[config.mk]
export PLATFORM = sky130hd
export DESIGN_NAME = sysex_dump_framer_7bit_pack
export DESIGN_NICKNAME = d
export VERILOG_FILES = /design/src/design/sdf7_pkg.sv /design/src/design/sysex_dump_framer_7bit_pack.sv
export VERILOG_INCLUDE_DIRS = /design/src /design/src/design
export SDC_FILE = /design/constraint.sdc
export NUM_CORES = 1
export LEC_CHECK = 0
export BUFFER_PORTS_ARGS = -buffer_cell sky130_fd_sc_hd__buf_2
export CORE_ASPECT_RATIO = 1.4
export CORE_MARGIN = 8
export CORE_UTILIZATION = 40
export CTS_CLUSTER_DIAMETER = 120
export DETAILED_ROUTE_END_ITERATION = 7
export PLACE_DENSITY = 0.6
export SLEW_MARGIN = 20
export SYNTH_ARGS = -nofsm -noshare
export SYNTH_HDL_FRONTEND = slang
export SYNTH_SLANG_ARGS = --single-unit
[constraint.sdc]
create_clock -name i_clk -period 2 [get_ports i_clk]
set_input_delay 0.4 -clock i_clk [delete_from_list [all_inputs] [get_ports i_clk]]
set_output_delay 0.4 -clock i_clk [all_outputs]
set_load 0.01 [all_outputs]
[src/design/assert_macros.svh]
// Assertion macros used by the framer design file.
// Each macro samples on i_clk and is disabled while i_rst_n is low.
`ifndef ASSERT_MACROS_SVH
`define ASSERT_MACROS_SVH

// Same-cycle implication.
`define ASSERT_IMPL(lbl, ante, cons) \
    lbl: assert property (@(posedge i_clk) disable iff (!i_rst_n) (ante) |-> (cons)) \
        else $error("assertion failed: same-cycle implication");

// Next-cycle implication.
`define ASSERT_NEXT(lbl, ante, cons) \
    lbl: assert property (@(posedge i_clk) disable iff (!i_rst_n) (ante) |=> (cons)) \
        else $error("assertion failed: next-cycle implication");

`endif

[src/design/sdf7_pkg.sv]
// Package for the sysex dump framer: frame constants, register indexes,
// microcode types and the microcode ROM. No dependencies.
package sdf7_pkg;

    localparam logic [7:0] SOX_BYTE  = 8'hF0;
    localparam logic [7:0] EOX_BYTE  = 8'hF7;
    localparam logic [7:0] CHAN_BASE = 8'h30;
    localparam logic [2:0] GROUP_LEN = 3'd7;
    localparam int         GROUP_DEPTH = int'(GROUP_LEN);

    localparam logic [3:0] CHANNEL_RST = 4'd0;
    localparam logic [6:0] MFR_ID_RST  = 7'd66;
    localparam logic [6:0] MODEL_RST   = 7'd88;
    localparam logic [6:0] FUNC_RST    = 7'd64;

    typedef enum logic [1:0] {
        CFG_CHANNEL = 2'd0,
        CFG_MFR_ID  = 2'd1,
        CFG_MODEL   = 2'd2,
        CFG_FUNC    = 2'd3
    } t_cfg_idx;

    // Sequencer step addresses
    typedef enum logic [3:0] {
        STEP_ACCEPT = 4'd0,
        STEP_SOX    = 4'd1,
        STEP_MFR    = 4'd2,
        STEP_CHAN   = 4'd3,
        STEP_MODEL  = 4'd4,
        STEP_FUNC   = 4'd5,
        STEP_LEAD   = 4'd6,
        STEP_DATA   = 4'd7,
        STEP_EOX    = 4'd8
    } t_step;

    // Output byte source
    typedef enum logic [3:0] {
        SRC_NONE,
        SRC_SOX,
        SRC_MFR,
        SRC_CHAN,
        SRC_MODEL,
        SRC_FUNC,
        SRC_LEAD,
        SRC_DATA,
        SRC_EOX
    } t_src;

    // Jump condition
    typedef enum logic [2:0] {
        JMP_DISPATCH,   // wait for input, branch on header/flush
        JMP_NEXT,       // fall through
        JMP_HDR_END,    // flush ? lead : accept
        JMP_DATA,       // loop over group, then eox or accept
        JMP_END         // back to accept
    } t_jmp;

    typedef struct packed {
        t_src src;
        t_jmp jmp;
    } t_uword;

    function automatic t_uword f_ucode(input t_step step);
        t_uword w;
        case (step)
            STEP_ACCEPT: w = '{src: SRC_NONE,  jmp: JMP_DISPATCH};
            STEP_SOX:    w = '{src: SRC_SOX,   jmp: JMP_NEXT};
            STEP_MFR:    w = '{src: SRC_MFR,   jmp: JMP_NEXT};
            STEP_CHAN:   w = '{src: SRC_CHAN,  jmp: JMP_NEXT};
            STEP_MODEL:  w = '{src: SRC_MODEL, jmp: JMP_NEXT};
            STEP_FUNC:   w = '{src: SRC_FUNC,  jmp: JMP_HDR_END};
            STEP_LEAD:   w = '{src: SRC_LEAD,  jmp: JMP_NEXT};
            STEP_DATA:   w = '{src: SRC_DATA,  jmp: JMP_DATA};
            STEP_EOX:    w = '{src: SRC_EOX,   jmp: JMP_END};
            default:     w = '{src: SRC_NONE,  jmp: JMP_END};
        endcase
        return w;
    endfunction

endpackage

[src/design/sysex_dump_framer_7bit_pack.sv]
// MIDI sysex dump framer with 7-to-8 bit packing, microcoded sequencer.
// Depends on sdf7_pkg (constants, microcode ROM) and assert_macros.svh.
//
// s_axis: payload bytes (tdata[7:0] = data_byte, tlast = final_byte).
// m_axis: sysex frame (tdata = out_byte, tlast = run_last on the last byte
//   caused by one input transaction, tuser = frame_end on the closing 0xF7).
// The first byte of a frame causes the 5-byte header (F0, manufacturer,
// 0x30|channel, model, function). Bytes collect in a 7-entry group; a full
// group or one closed by tlast goes out as a lead byte of top bits and the
// bytes with bit 7 cleared. tlast also adds the closing F7.
// Sequencing: the accept step, then one step per emitted byte; a flush of n
// bytes emits n+1 bytes, the header 5 and the closing F7 1. The ROM walk, one
// control word per cycle while m_axis_tready does not stall, sets the rate;
// s_axis_tready is high only in the accept step, so no byte is taken mid-run.
// The first output byte is registered in the step that follows the accept step.
// A stall on m_axis_tready holds the output register and freezes the
// sequencer on its current step; nothing is dropped.
// Reset (synchronous, i_rst_n low) returns to the accept step, empties the
// group, clears header state and restores register defaults.
// Config writes (i_cfg_we/idx/data) apply at once; issue them only while idle.
`include "assert_macros.svh"

module sysex_dump_framer_7bit_pack (
    input  logic       i_clk,
    input  logic       i_rst_n,
    // configuration write port
    input  logic       i_cfg_we,
    input  logic [1:0] i_cfg_idx,
    input  logic [6:0] i_cfg_data,
    // payload in
    input  logic       s_axis_tvalid,
    output logic       s_axis_tready,
    input  logic [7:0] s_axis_tdata,   // [7:0] data_byte
    input  logic       s_axis_tlast,   // final_byte
    // frame out
    output logic       m_axis_tvalid,
    input  logic       m_axis_tready,
    output logic [7:0] m_axis_tdata,   // [7:0] out_byte
    output logic       m_axis_tlast,   // run_last
    output logic       m_axis_tuser    // [0] frame_end
);

    // config registers
    logic [3:0] r_channel;
    logic [6:0] r_mfr_id;
    logic [6:0] r_model;
    logic [6:0] r_func;

    // group store, payload only
    logic [7:0] r_store [sdf7_pkg::GROUP_DEPTH];

    // sequencer and datapath control
    sdf7_pkg::t_step r_pc,    n_pc;
    logic [2:0]      r_fill,  n_fill;   // bytes held in open group
    logic [2:0]      r_cnt,   n_cnt;    // bytes in group being flushed
    logic [2:0]      r_idx,   n_idx;    // data emit index
    logic            r_hdr,   n_hdr;    // header of open frame sent
    logic            r_fin,   n_fin;    // current transaction ends frame
    logic            r_flush, n_flush;  // current transaction flushes group
    logic            r_ovalid, n_ovalid;
    logic [7:0]      r_odata,  n_odata;
    logic            r_olast,  n_olast;
    logic            r_oend,   n_oend;

    sdf7_pkg::t_uword uw;
    logic             accept;
    logic             emit;
    logic [2:0]       cnt_new;
    logic             flush_new;
    logic [7:0]       lead;
    logic [7:0]       byte_sel;

    assign uw            = sdf7_pkg::f_ucode(r_pc);
    assign s_axis_tready = (r_pc == sdf7_pkg::STEP_ACCEPT);
    assign accept        = s_axis_tvalid && s_axis_tready;
    assign emit          = (uw.src != sdf7_pkg::SRC_NONE) && (!r_ovalid || m_axis_tready);
    assign cnt_new       = r_fill + 3'd1;
    assign flush_new     = (cnt_new == sdf7_pkg::GROUP_LEN) || s_axis_tlast;

    // lead byte: top bit of each held byte, bit 7 always clear
    always_comb begin
        lead = '0;
        for (int j = 0; j < sdf7_pkg::GROUP_DEPTH; j++) begin
            lead[j] = (3'(j) < r_cnt) && r_store[j][7];
        end
    end

    always_comb begin
        case (uw.src)
            sdf7_pkg::SRC_SOX:   byte_sel = sdf7_pkg::SOX_BYTE;
            sdf7_pkg::SRC_MFR:   byte_sel = {1'b0, r_mfr_id};
            sdf7_pkg::SRC_CHAN:  byte_sel = sdf7_pkg::CHAN_BASE | {4'd0, r_channel};
            sdf7_pkg::SRC_MODEL: byte_sel = {1'b0, r_model};
            sdf7_pkg::SRC_FUNC:  byte_sel = {1'b0, r_func};
            sdf7_pkg::SRC_LEAD:  byte_sel = lead;
            sdf7_pkg::SRC_DATA:  byte_sel = {1'b0, r_store[r_idx][6:0]};
            sdf7_pkg::SRC_EOX:   byte_sel = sdf7_pkg::EOX_BYTE;
            default:             byte_sel = '0;
        endcase
    end

    always_comb begin
        n_pc     = r_pc;
        n_fill   = r_fill;
        n_cnt    = r_cnt;
        n_idx    = r_idx;
        n_hdr    = r_hdr;
        n_fin    = r_fin;
        n_flush  = r_flush;
        n_ovalid = r_ovalid;
        n_odata  = r_odata;
        n_olast  = r_olast;
        n_oend   = r_oend;

        if (r_ovalid && m_axis_tready) begin
            n_ovalid = 1'b0;
        end

        case (uw.jmp)
            sdf7_pkg::JMP_DISPATCH: begin
                if (accept) begin
                    n_cnt   = cnt_new;
                    n_fin   = s_axis_tlast;
                    n_flush = flush_new;
                    n_fill  = flush_new ? 3'd0 : cnt_new;
                    n_hdr   = !s_axis_tlast;
                    if (!r_hdr) begin
                        n_pc = sdf7_pkg::STEP_SOX;
                    end else if (flush_new) begin
                        n_pc = sdf7_pkg::STEP_LEAD;
                    end
                end
            end
            sdf7_pkg::JMP_NEXT: begin
                if (emit) begin
                    n_pc = sdf7_pkg::t_step'(r_pc + 4'd1);
                end
            end
            sdf7_pkg::JMP_HDR_END: begin
                if (emit) begin
                    n_pc = r_flush ? sdf7_pkg::STEP_LEAD : sdf7_pkg::STEP_ACCEPT;
                end
            end
            sdf7_pkg::JMP_DATA: begin
                if (emit) begin
                    if (r_idx == r_cnt - 3'd1) begin
                        n_pc = r_fin ? sdf7_pkg::STEP_EOX : sdf7_pkg::STEP_ACCEPT;
                    end else begin
                        n_idx = r_idx + 3'd1;
                    end
                end
            end
            sdf7_pkg::JMP_END: begin
                if (emit || uw.src == sdf7_pkg::SRC_NONE) begin
                    n_pc = sdf7_pkg::STEP_ACCEPT;
                end
            end
            default: n_pc = sdf7_pkg::STEP_ACCEPT;
        endcase

        if (emit && uw.src == sdf7_pkg::SRC_LEAD) begin
            n_idx = 3'd0;
        end

        if (emit) begin
            n_ovalid = 1'b1;
            n_odata  = byte_sel;
            // last byte of a transaction's run: sequencer returns to accept
            n_olast  = (n_pc == sdf7_pkg::STEP_ACCEPT);
            n_oend   = (uw.src == sdf7_pkg::SRC_EOX);
        end
    end

    always_ff @(posedge i_clk) begin
        if (!i_rst_n) begin
            r_pc      <= sdf7_pkg::STEP_ACCEPT;
            r_fill    <= '0;
            r_cnt     <= '0;
            r_idx     <= '0;
            r_hdr     <= 1'b0;
            r_fin     <= 1'b0;
            r_flush   <= 1'b0;
            r_ovalid  <= 1'b0;
            r_channel <= sdf7_pkg::CHANNEL_RST;
            r_mfr_id  <= sdf7_pkg::MFR_ID_RST;
            r_model   <= sdf7_pkg::MODEL_RST;
            r_func    <= sdf7_pkg::FUNC_RST;
        end else begin
            r_pc     <= n_pc;
            r_fill   <= n_fill;
            r_cnt    <= n_cnt;
            r_idx    <= n_idx;
            r_hdr    <= n_hdr;
            r_fin    <= n_fin;
            r_flush  <= n_flush;
            r_ovalid <= n_ovalid;
            if (i_cfg_we) begin
                case (sdf7_pkg::t_cfg_idx'(i_cfg_idx))
                    sdf7_pkg::CFG_CHANNEL: r_channel <= i_cfg_data[3:0];
                    sdf7_pkg::CFG_MFR_ID:  r_mfr_id  <= i_cfg_data;
                    sdf7_pkg::CFG_MODEL:   r_model   <= i_cfg_data;
                    sdf7_pkg::CFG_FUNC:    r_func    <= i_cfg_data;
                    default: ;
                endcase
            end
        end
    end

    // payload registers, no reset
    always_ff @(posedge i_clk) begin
        r_odata <= n_odata;
        r_olast <= n_olast;
        r_oend  <= n_oend;
        if (accept) begin
            r_store[r_fill] <= s_axis_tdata;
        end
    end

    assign m_axis_tvalid = r_ovalid;
    assign m_axis_tdata  = r_odata;
    assign m_axis_tlast  = r_olast;
    assign m_axis_tuser  = r_oend;

    // closing F7 always ends the run of its transaction
    `ASSERT_IMPL(a_eox_is_last, r_ovalid && r_oend, r_olast)
    // group never holds a full group between transactions
    `ASSERT_IMPL(a_fill_bound, 1'b1, r_fill < sdf7_pkg::GROUP_LEN)
    // a frame's first byte starts the header sequence
    `ASSERT_NEXT(a_hdr_start, accept && !r_hdr, r_pc == sdf7_pkg::STEP_SOX)
    // a byte that closes nothing leaves the sequencer ready for the next one
    `ASSERT_NEXT(a_no_flush_idle, accept && r_hdr && !flush_new, r_pc == sdf7_pkg::STEP_ACCEPT)

endmodule
==> metrics.md, run 1 <==
| Metric | Value |
|---|---|
| Outcome | complete, but fails checks |
| Failing checks | negative setup slack |
| Total GRT Usage | 0.146 |
| Gate power share | 0.222 |
| Post-DRT Antenna Nets | 0 |
| Post-Synth Adder-Cell Area | 0.0158 |
| Root Buffer | clkbuf_16 |
| Synth Area in Compound Gates | 0.0979 |
| Nets | 553 |
| Most used DFF post-synth | edfxtp_1 |
| Largest net degree at the start of global routing | 27 |
| PortBufs | 34 |
| Power per cell area | 1170 nW/um2 |
| Placer Congestion | 0.841 |
| Min Tclk post-route | 2.13 ns |
| WS Path Type | flop to flop |
| Placed instance count | 684 |
| Rel. slew slack | 0.631 |
| DPL Wire Length | 8400 um |
| Yosys top cell area share | 0.396 |
| Cells after Synth | 450 |
| Power Total | 8.02 mW |
| Worst EP required | 2.24 ns |
| Vias per cell | 5.26 |
| Netlist Area Pre-Place | 5530 um2 |
| Ys async rst share | 0 |
| Hold WC Path Type | input pin to flop |
| Fin. max-slew vios | 0 |
| Final TNS setup | -0.289 ns |
| Num CTS Buffers | 17 |
| Worst setup EP type | flop |
| Critical path arrival | 2.37 ns |
| Synth top cells by count | 73 x edfxtp_1, 52 x dfxtp_1, 36 x nor2_1 |
| H-Tree Depth | 4 |
| P_leak | 2.56 nW |
| # setup viols final | 5 |
| N_diodes | 0 |
| Sw Share | 0.280 |
| Seq cells post-synth | 125 |
| Max-cap violations | 0 |
| Synthesized area per cell | 12.3 um2 |
| Synth Area in XOR/XNOR | 0.0136 |
| Number of flops mapped to enable cells by yosys | 73 |
| Bufs on Longest Clock Path | 2 |
| Width of the die | 115 um |
| Die area | ~18000 um2 |
| Setup repair after global routing missed its margin | true |
| Fin Hold WS | 0.238 ns |
| Cell Int Power | 5.77 mW |
| Synth area leaders | edfxtp_1 40%, dfxtp_1 19%, mux4_2 5.7% |
| Crit-path max FO | 5 |
| GRT Residual Overflow | 0 |
| Ports | 35 |
| Cell row count | 51 |
| Antenna violations before repair | 0 |
| Initial Util | 0.403 |
| Clk pin slew, worst setup/hold paths | around 0.060 ns |
| Clock latency on the worst-skew pair | 0.42 ns |
| Setup Skew | about 0.012 ns |
| Fraction of layout cells with a size suffix above 1 | 0.265 |
| Largest family of logic cells by synthesized area | simple AND/OR/NAND/NOR gates |
| Fmax | 470 MHz |
| Number of clock sinks | 125 |
| Final worst slack | -0.129 ns |
| WL/cell | between 15 and 20 um |
| NetSw | about 2.2 mW |
| Sequential share of power | 0.389 |
| Total number of vias | 3789 |
| Worst-Margin Slew | 0.553 ns |
| Area grow syn2layout | 23.9% |
| Cell accounting for the most synthesized area | edfxtp_1 |
| Final period util | 1.06 |
| CTS tree | built |
| Post-synthesis mux area share | 0.113 |
| Clock share of power | 0.389 |
| First-pass GRT wire length | 19800 um |
| Initial DRC count | 209 |
| Synth warnings | 0 |
| Peak VDD IR | 0.000733 V |
| Number of global-route vias before repair | 3838 |
| Setup crit start kind | flop |
| Core area | 13700 um2 |
| Hold Violations, Final | 0 |
| Synth cell types | 62 |
| Drt pass-1 iters | 5 |
| Most frequent cell after synthesis | edfxtp_1 |
| Die Y | 155 um |
| Post-route insts no fill | 721 |
| Post-synthesis net count | 480 |
| DP Worst Slack | -0.0557 ns |
| Post-route DRC | 0 |
| Simple-Gate Fraction of Synth Area | 0.150 |
| Routed WL | 12400 um |
| Post-synthesis sequential area ratio | 0.584 |
-- critical path, cell delays in order, from the launching register on --
cell     delay, ns
dfxtp_1       0.30
or4_4         0.58
nand2_8       0.11
ha_4          0.13
nor3_2        0.03
a31oi_1       0.17
o22ai_2       0.12
or2_4         0.26
nor4_4        0.25
-- placed cells by master, fill, tap and decap left out, drive strengths merged, types with 2 or more instances in the layout --
cell type	Yosys	final
xor2	5	5
nand3	9	9
mux2i	31	31
a21oi	15	15
o21ai	13	13
o211ai	3	3
a21o	3	3
nand2	36	36
dfxtp	52	52
o22ai	3	3
inv	10	11
o221ai	4	4
nor2b	23	23
ha	7	7
o32a	2	2
edfxtp	73	73
or3	4	4
nor3	9	9
a211oi	2	2
nor2	36	36
nand3b	3	3
a21boi	7	7
o21a	3	3
mux4	14	14
clkinvlp	0	2
and3	2	2
clkinv	0	7
or2	2	2
bufinv	0	3
clkbuf	16	19
nand4	2	2
a22oi	3	3
a31oi	10	10
nor4	2	2
buf	7	77
nand2b	8	8
and2	7	7
nor3b	5	5
o211a	2	2
-- routing by layer --
| metal | GRT usage | wire length, um |
|---|---|---|
| met3 | 0.0349 | 556 |
| met4 | 0.0672 | 271 |
| met5 | 0 | 0 |
| met1 | 0.168 | 5090 |
| met2 | 0.249 | 6470 |
-- registers in the layout (all words and copies together), names as in the netlist, 3 cells and up, named ones only --
name	count
m_axis_tdata	8
r_channel	4
r_cnt	3
r_fill	3
r_func	7
r_idx	3
r_mfr_id	7
r_model	7
r_pc	4
r_store	63
uw	7
-- cell families after synthesis --
family | count (synthesis)
xor gates and xnor gates | 7
AOI/OAI and AO/OA | 78
DFF | 125
adders and majority gates | 7
buffers and inverters | 33
muxes | 45
and+or+nand+nor | 155
-- power groups by stage --
stage / Sequential, mW / Clock (mW) / Combinational [mW]
floorplan: 3.20 / 0 / 0.973
global placement: 3.17 / 0 / 1.62
detailed placement: 3.17 / 0 / 1.65
finish: 3.12 / 3.12 / 1.78
CTS: 3.12 / 3.17 / 1.70
global route: 3.14 / 3.27 / 1.95
-- metrics by stage --
stage                      util  area [um2]
after detailed placement  0.451        6180
after global routing      0.499        6850
after global placement    0.451        6180
after CTS                 0.495        6800
final                     0.499        6850
after floorplan               -        5570
-- cell type report --
| cell class | instances | area [um2] |
|---|---|---|
| clock buffer | 19 | 433 |
| timing repair buffer | 77 | 518 |
| tap | 185 | 231 |
| fill | 1204 | 6870 |
| multi-input combinational | 292 | 2230 |
| inverter | 10 | 40.0 |
| sequential | 125 | 3230 |
| clock inverter | 13 | 166 |
-- final timing paths --
| path | cells after the start | endpoint | slack (ns) | from |
|---|---|---|---|---|
| worst max-delay path | 8 | m_axis_tlast$_DFFE_PP_ | -0.13 | uw[4]$_SDFF_PP0_ |
| worst min-delay path | 3 | r_model[4]$_SDFFE_PN1P_ | 0.24 | i_cfg_data[4] |
| worst max register to register | 8 | m_axis_tlast$_DFFE_PP_ | -0.13 | uw[4]$_SDFF_PP0_ |
| worst min register to register | 2 | r_model[5]$_SDFFE_PN0P_ | 0.47 | r_model[5]$_SDFFE_PN0P_ |
-- timing repair --
item,in CTS,in global routing
endpoints found under the setup margin,4,77
hold buffers,0,0
pin swaps,1,6
setup buffers,2,3
gates resized for setup,0,8
gates cloned,0,0
Note: power is estimated with default switching activity, not from simulation.
==> run 2: changes to the inputs <==
- CTS_BUF_LIST: default -> sky130_fd_sc_hd__clkbuf_4
==> metrics.md, run 2 (same netlist as run 1, synthesis figures left out) <==
| Metric | Value |
|---|---|
| Placer Congestion | about 0.84 |
| Setup repair after global routing missed its margin | true |
| Most common cell after layout, fill and taps aside | edfxtp_1 |
| NetSw | 2.09 mW |
| Clock share of power | 0.276 |
| Reg2reg path depth | 8 |
| Crit-path max FO | 5 |
| WS Path Type | flop to flop |
| H-Tree Depth | 4 |
| Core area | roughly 14000 um2 |
| Crit-path slowest cell | or4_4 |
| Cell Int Power | 4.74 mW |
| P_leak | 2.46 nW |
| Largest net degree at the start of global routing | 27 |
| Setup Skew | 0.0210 ns |
| Post-route DRC | 0 |
| CTS tree | built |
| First-pass GRT wire length | 19500 um |
| Rel. slew slack | 0.634 |
| Die area | 17900 um2 |
| Ports | 35 |
| Total number of vias | ~3800 |
| Crit path largest cell delay | approximately 0.57 ns |
| Max-cap violations | 0 |
| Routed WL | 12300 um |
| Util after Layout | 0.484 |
| Critical path arrival | 2.51 ns |
| Most flops, register | r_store |
| Hold wc startpoint | i_cfg_data[4] |
| Final worst slack | -0.140 ns |
| Fraction of layout cells with a size suffix above 1 | 0.283 |
| Fin. max-slew vios | 0 |
| # setup viols final | 5 |
| Hold depth | 3 |
| Sequential share of power | 0.456 |
| Hold WC Path Type | input pin to flop |
| Power Total | 6.83 mW |
| WHS Endpoint | r_model[4]$_SDFFE_PN1P_ |
| GRT Residual Overflow | 0 |
| Fin Hold WS | 0.115 ns |
| Area grow syn2layout | 20.1% |
| CP top delay family | simple AND/OR/NAND/NOR gates |
| R2R Path Start | uw[4]$_SDFF_PP0_ |
| Clk pin slew, worst setup/hold paths | 0.12 ns |
| PortBufs | 34 |
| DPL Wire Length | about 8400 um |
| Nets | 555 |
| Hold Violations, Final | 0 |
| Most frequent cells in the layout | 73 x edfxtp_1, 49 x dfxtp_1, 43 x buf_4, 35 x nor2_1, 35 x nand2_1 |
| Die Y | roughly 160 um |
| Max FFs per register | between 60 and 70 |
| Fmax | 467 MHz |
| Cell row count | 51 |
| Outcome | complete, but fails checks |
| Reg-to-reg endpoint | m_axis_tlast$_DFFE_PP_ |
| Number of global-route vias before repair | about 3800 |
| Root Buffer | clkbuf_4 |
| Initial Util | 0.403 |
| Drt pass-1 iters | 4 |
| Final period util | 1.07 |
| Flop-to-flop setup slack | -0.14 ns |
| Num CTS Buffers | 17 |
| Bufs on Longest Clock Path | 2 |
| Vias per cell | 5.23 |
| Levels on crit path | 8 |
| Width of the die | 115 um |
| Worst path cell trace | or4_4 > nand2_8 > ha_4 > nor3_2 > a31oi_1 > o22ai_2 > or2_4 > nor4_4 |
| Power per cell area | 1030 nW/um2 |
| Post-route insts no fill | ~720 |
| Clock latency on the worst-skew pair | 0.53 ns |
| Post-DRT Antenna Nets | 0 |
| Placed instance count | between 600 and 700 |
| Sw Share | 0.306 |
| Worst EP required | roughly 2.4 ns |
| WL/cell | 17.0 um |
| Gate power share | 0.268 |
| Worst setup EP type | flop |
| Total GRT Usage | 0.143 |
| Setup crit start kind | flop |
| Min Tclk post-route | 2.14 ns |
| Number of clock sinks | 125 |
| Buf/Inv on CP | 0 |
| Antenna violations before repair | 1 |
| Initial DRC count | 198 |
| Failing checks | negative setup slack |
| Peak VDD IR | 0.000437 V |
| Worst-Margin Slew | about 0.55 ns |
[run 2: cell types whose count changed in the layout (fill, tap and decap cells not counted), moves of 2 or more]
cell       delta
clkbuf_1      -2
clkbuf_16    -17
dfxtp_2       +2
clkbuf_4     +19
dfxtp_1       -2
buf_4         +2
[run 2: how the worst max path moves through the flow]
| stage | from | endpoint |
|---|---|---|
| after floorplan | uw[6]$_SDFF_PP0_ | m_axis_tlast$_DFFE_PP_ |
| after global placement | uw[6]$_SDFF_PP0_ | m_axis_tlast$_DFFE_PP_ |
| after detailed placement | uw[6]$_SDFF_PP0_ | m_axis_tlast$_DFFE_PP_ |
| after CTS | uw[6]$_SDFF_PP0_ | m_axis_tlast$_DFFE_PP_ |
| after global routing | uw[4]$_SDFF_PP0_ | m_axis_tlast$_DFFE_PP_ |
| final | uw[4]$_SDFF_PP0_ | m_axis_tlast$_DFFE_PP_ |
[run 2: worst reg2reg max path: stages (launching register included)]
cell     delay [ns]
dfxtp_1        0.32
or4_4          0.57
nand2_8        0.11
ha_4           0.13
nor3_2         0.03
a31oi_1        0.18
o22ai_2        0.13
or2_4          0.27
nor4_4         0.25
[run 2: repair_timing]
action / 4_1_cts / 5_1_grt
hold buffers: 0 / 0
pin swaps: 1 / 9
setup buffers: 2 / 5
setup endpoints to repair: 5 / 79
resized for setup: 0 / 18
[run 2: per-stage QoR]
step | TNS (ns) | instance area [um2] | setup slack [ns]
2_1_floorplan | -0.217 | 5570 | -0.0739
3_3_place_gp | 0 | 6180 | 0.0131
3_5_place_dp | -0.0557 | 6180 | -0.0557
4_1_cts | -0.109 | 6500 | -0.0640
5_1_grt | -0.781 | 6650 | -0.194
6_report | -0.356 | 6650 | -0.140
[run 2: layer usage]
metal / vias to the layer above / track usage / part of all wire
li1: 1831 / - / -
met1: 1859 / 0.167 / 0.41
met2: 80 / 0.246 / 0.53
met3: 19 / 0.0314 / 0.041
met4: 0 / 0.0597 / 0.015
met5: - / 0 / 0
[run 2: layout make-up]
cell class	instances	area [um2]
Multi-Input combinational cell	292	2290
Sequential cell	125	3240
Inverter	10	40.0
Clock inverter	13	166
Timing Repair Buffer	79	533
Antenna cell	1	2.50
Fill cell	1231	7070
Tap cell	185	231
Clock buffer	19	143
[run 2: power by group through the flow]
stage	Clock [mW]	Sequential (mW)	Combinational, mW
CTS	1.94	3.11	1.69
detailed placement	0	3.17	1.65
finish	1.88	3.12	1.83
floorplan	0	3.20	0.973
global route	2.04	3.14	2.00
global placement	0	3.17	1.62
==> run 3: changes to the inputs <==
- BUFFER_PORTS_ARGS: -buffer_cell sky130_fd_sc_hd__buf_2 -> -buffer_cell sky130_fd_sc_hd__clkbuf_2
- CORE_MARGIN: 8 -> default
==> metrics.md, run 3 (same netlist as run 1, synthesis figures left out) <==
| Metric | Value |
|---|---|
| # setup viols final | 5 |
| Area grow syn2layout | 18.5% |
| Nets | 556 |
| Worst EP required | roughly 2.4 ns |
| Clock latency on the worst-skew pair | 0.54 ns |
| Hold WC Path Type | input pin to flop |
| Max-cap violations | 0 |
| GRT Residual Overflow | 0 |
| Min Tclk post-route | between 2 and 2.5 ns |
| Reg2reg path depth | 8 |
| Met1 Wirelength | 5100 um |
| P_leak | 2.43 nW |
| Post-route DRC | 0 |
| Critical Path End | m_axis_tlast$_DFFE_PP_ |
| Max FFs per register | 63 |
| Most flops, register | r_store |
| Uppermost layer routed | met4 |
| R2R Path Start | uw[6]$_SDFF_PP0_ |
| Die Y | 141 um |
| Initial DRC count | around 130 |
| Post-Layout Inst Area | 6560 um2 |
| Crit-path slowest cell | or4_4 |
| Most common cell after layout, fill and taps aside | edfxtp_1 |
| WL/cell | 17.0 um |
| H-Tree Depth | 4 |
| Routed WL | 12300 um |
| Metal3 WL | 438 um |
| Peak VDD IR | 0.000482 V |
| Setup repair after global routing missed its margin | true |
| Fin. max-slew vios | 0 |
| Bufs on Longest Clock Path | 2 |
| Hold Violations, Final | 0 |
| Core area | 13500 um2 |
| DP Worst Slack | -0.0738 ns |
| Root Buffer | clkbuf_4 |
| Reg-to-reg endpoint | m_axis_tlast$_DFFE_PP_ |
| Crit path largest cell delay | roughly 0.57 ns |
| Clk pin slew, worst setup/hold paths | 0.11 ns |
| Failing checks | negative setup slack |
| Number of clock sinks | 125 |
| PortBufs | 34 |
| CP top delay family | simple AND/OR/NAND/NOR gates |
| Power Total | about 6.4 mW |
| Vias per cell | roughly 5.3 |
| Critical path arrival | 2.43 ns |
| Worst path cell trace | or4_4 > nand2_8 > ha_4 > nor3_2 > a31oi_1 > o22ai_2 > or2_4 > nor4_2 |
| Levels on crit path | 8 |
| Setup crit start kind | flop |
| Fin Hold WS | approximately 0.11 ns |
| Buf/Inv on CP | 0 |
| Fmax | 481 MHz |
| DPL Wire Length | 8460 um |
| Rel. slew slack | 0.628 |
| WS Path Type | flop to flop |
| Antenna violations before repair | 1 |
| Ports | 35 |
| Largest net degree at the start of global routing | 27 |
| Post-DRT Antenna Nets | 0 |
| Cell row count | 50 |
| Initial Util | 0.411 |
| Final worst slack | -0.0779 ns |
| Crit-path max FO | 4 |
| Crit path from | uw[6]$_SDFF_PP0_ |
| Most frequent cells in the layout | 73 x edfxtp_1, 49 x dfxtp_1, 44 x buf_4, 35 x nor2_1, 35 x nand2_1 |
| CTS tree | built |
| Die area | 14300 um2 |
| Worst setup EP type | flop |
| Setup Skew | 0.0121 ns |
| First-pass GRT wire length | 19500 um |
| Worst-Margin Slew | 0.555 ns |
| Total GRT Usage | 0.186 |
| Number of global-route vias before repair | 3860 |
| Drt pass-1 iters | 5 |
| Num CTS Buffers | 17 |
| Outcome | complete, but fails checks |
| Placer Congestion | about 0.86 |
| Placed Area | 6170 um2 |
| Width of the die | 101 um |
| Total number of vias | around 3800 |
| Fraction of layout cells with a size suffix above 1 | 0.291 |
| Hold-fix buffers, CTS | 0 |
| Met2 WL | 6390 um |
| Flop-to-flop setup slack | -0.08 ns |
| Power per cell area | 981 nW/um2 |
| Final period util | 1.04 |
## run 3: changes by cell type in the layout (fill, tap and decap cells not counted), sizes merged
cell	before	now
clkbuf	19	53
buf	79	46
bufinv	3	0
clkinvlp	2	5
clkinv	7	6
inv	11	12
## run 3: area by class of cell
cell class                 instances  area (um2)
multi-input combinational        292        2280
inverter                          10        40.0
antenna                            1        2.50
sequential                       125        3240
tap                              182         228
clock inverter                    13        95.1
timing repair buffer              80         532
clock buffer                      19         143
fill                            1216        6900
## run 3: worst min-delay path by stage
stage | start | end | slack (ns) | cells after the start
floorplan | r_model[6]$_SDFFE_PN1P_ | r_model[6]$_SDFFE_PN1P_ | 0.44 | 2
global placement | r_model[2]$_SDFFE_PN0P_ | r_model[2]$_SDFFE_PN0P_ | 0.45 | 2
detailed placement | r_model[6]$_SDFFE_PN1P_ | r_model[6]$_SDFFE_PN1P_ | 0.46 | 2
CTS | i_cfg_data[6] | r_model[6]$_SDFFE_PN1P_ | 0.07 | 3
global route | i_cfg_data[6] | r_model[6]$_SDFFE_PN1P_ | 0.06 | 3
finish | i_cfg_data[6] | r_mfr_id[6]$_SDFFE_PN1P_ | 0.11 | 3
## run 3: power by group
part	total (mW)	internal, mW	switching, mW
clock	1.49	0.519	0.974
combinational	1.82	0.822	1.00
sequential	3.11	3.00	0.111
## run 3: what timing repair did
item                       CTS  global route
buffers inserted             2             5
gates resized for setup      3            18
pin swaps                    0             4
setup endpoints to repair    5            76
## run 3: metrics by stage
stage,setup TNS [ns],utilization,cells
final,-0.154,0.487,722
after global routing,-0.714,0.487,722
after CTS,-0.0851,0.479,716
after detailed placement,-0.0943,0.459,682
after global placement,-0.0260,0.459,682
after floorplan,-0.217,-,450
## run 3: worst min-delay path: cells and delay by family
family,cells,cell delay (ns)
buffers and inverters,1,0.10
multiplexers,1,0.06
AND/OR/NAND/NOR,1,0.06
## run 3: routing by layer
| metal | track usage | vias to the layer above |
|---|---|---|
| met5 | 0 | - |
| met4 | 0.0885 | 0 |
| met3 | 0.0516 | 30 |
| met2 | 0.321 | 80 |
| met1 | 0.211 | 1855 |
| li1 | - | 1834 |
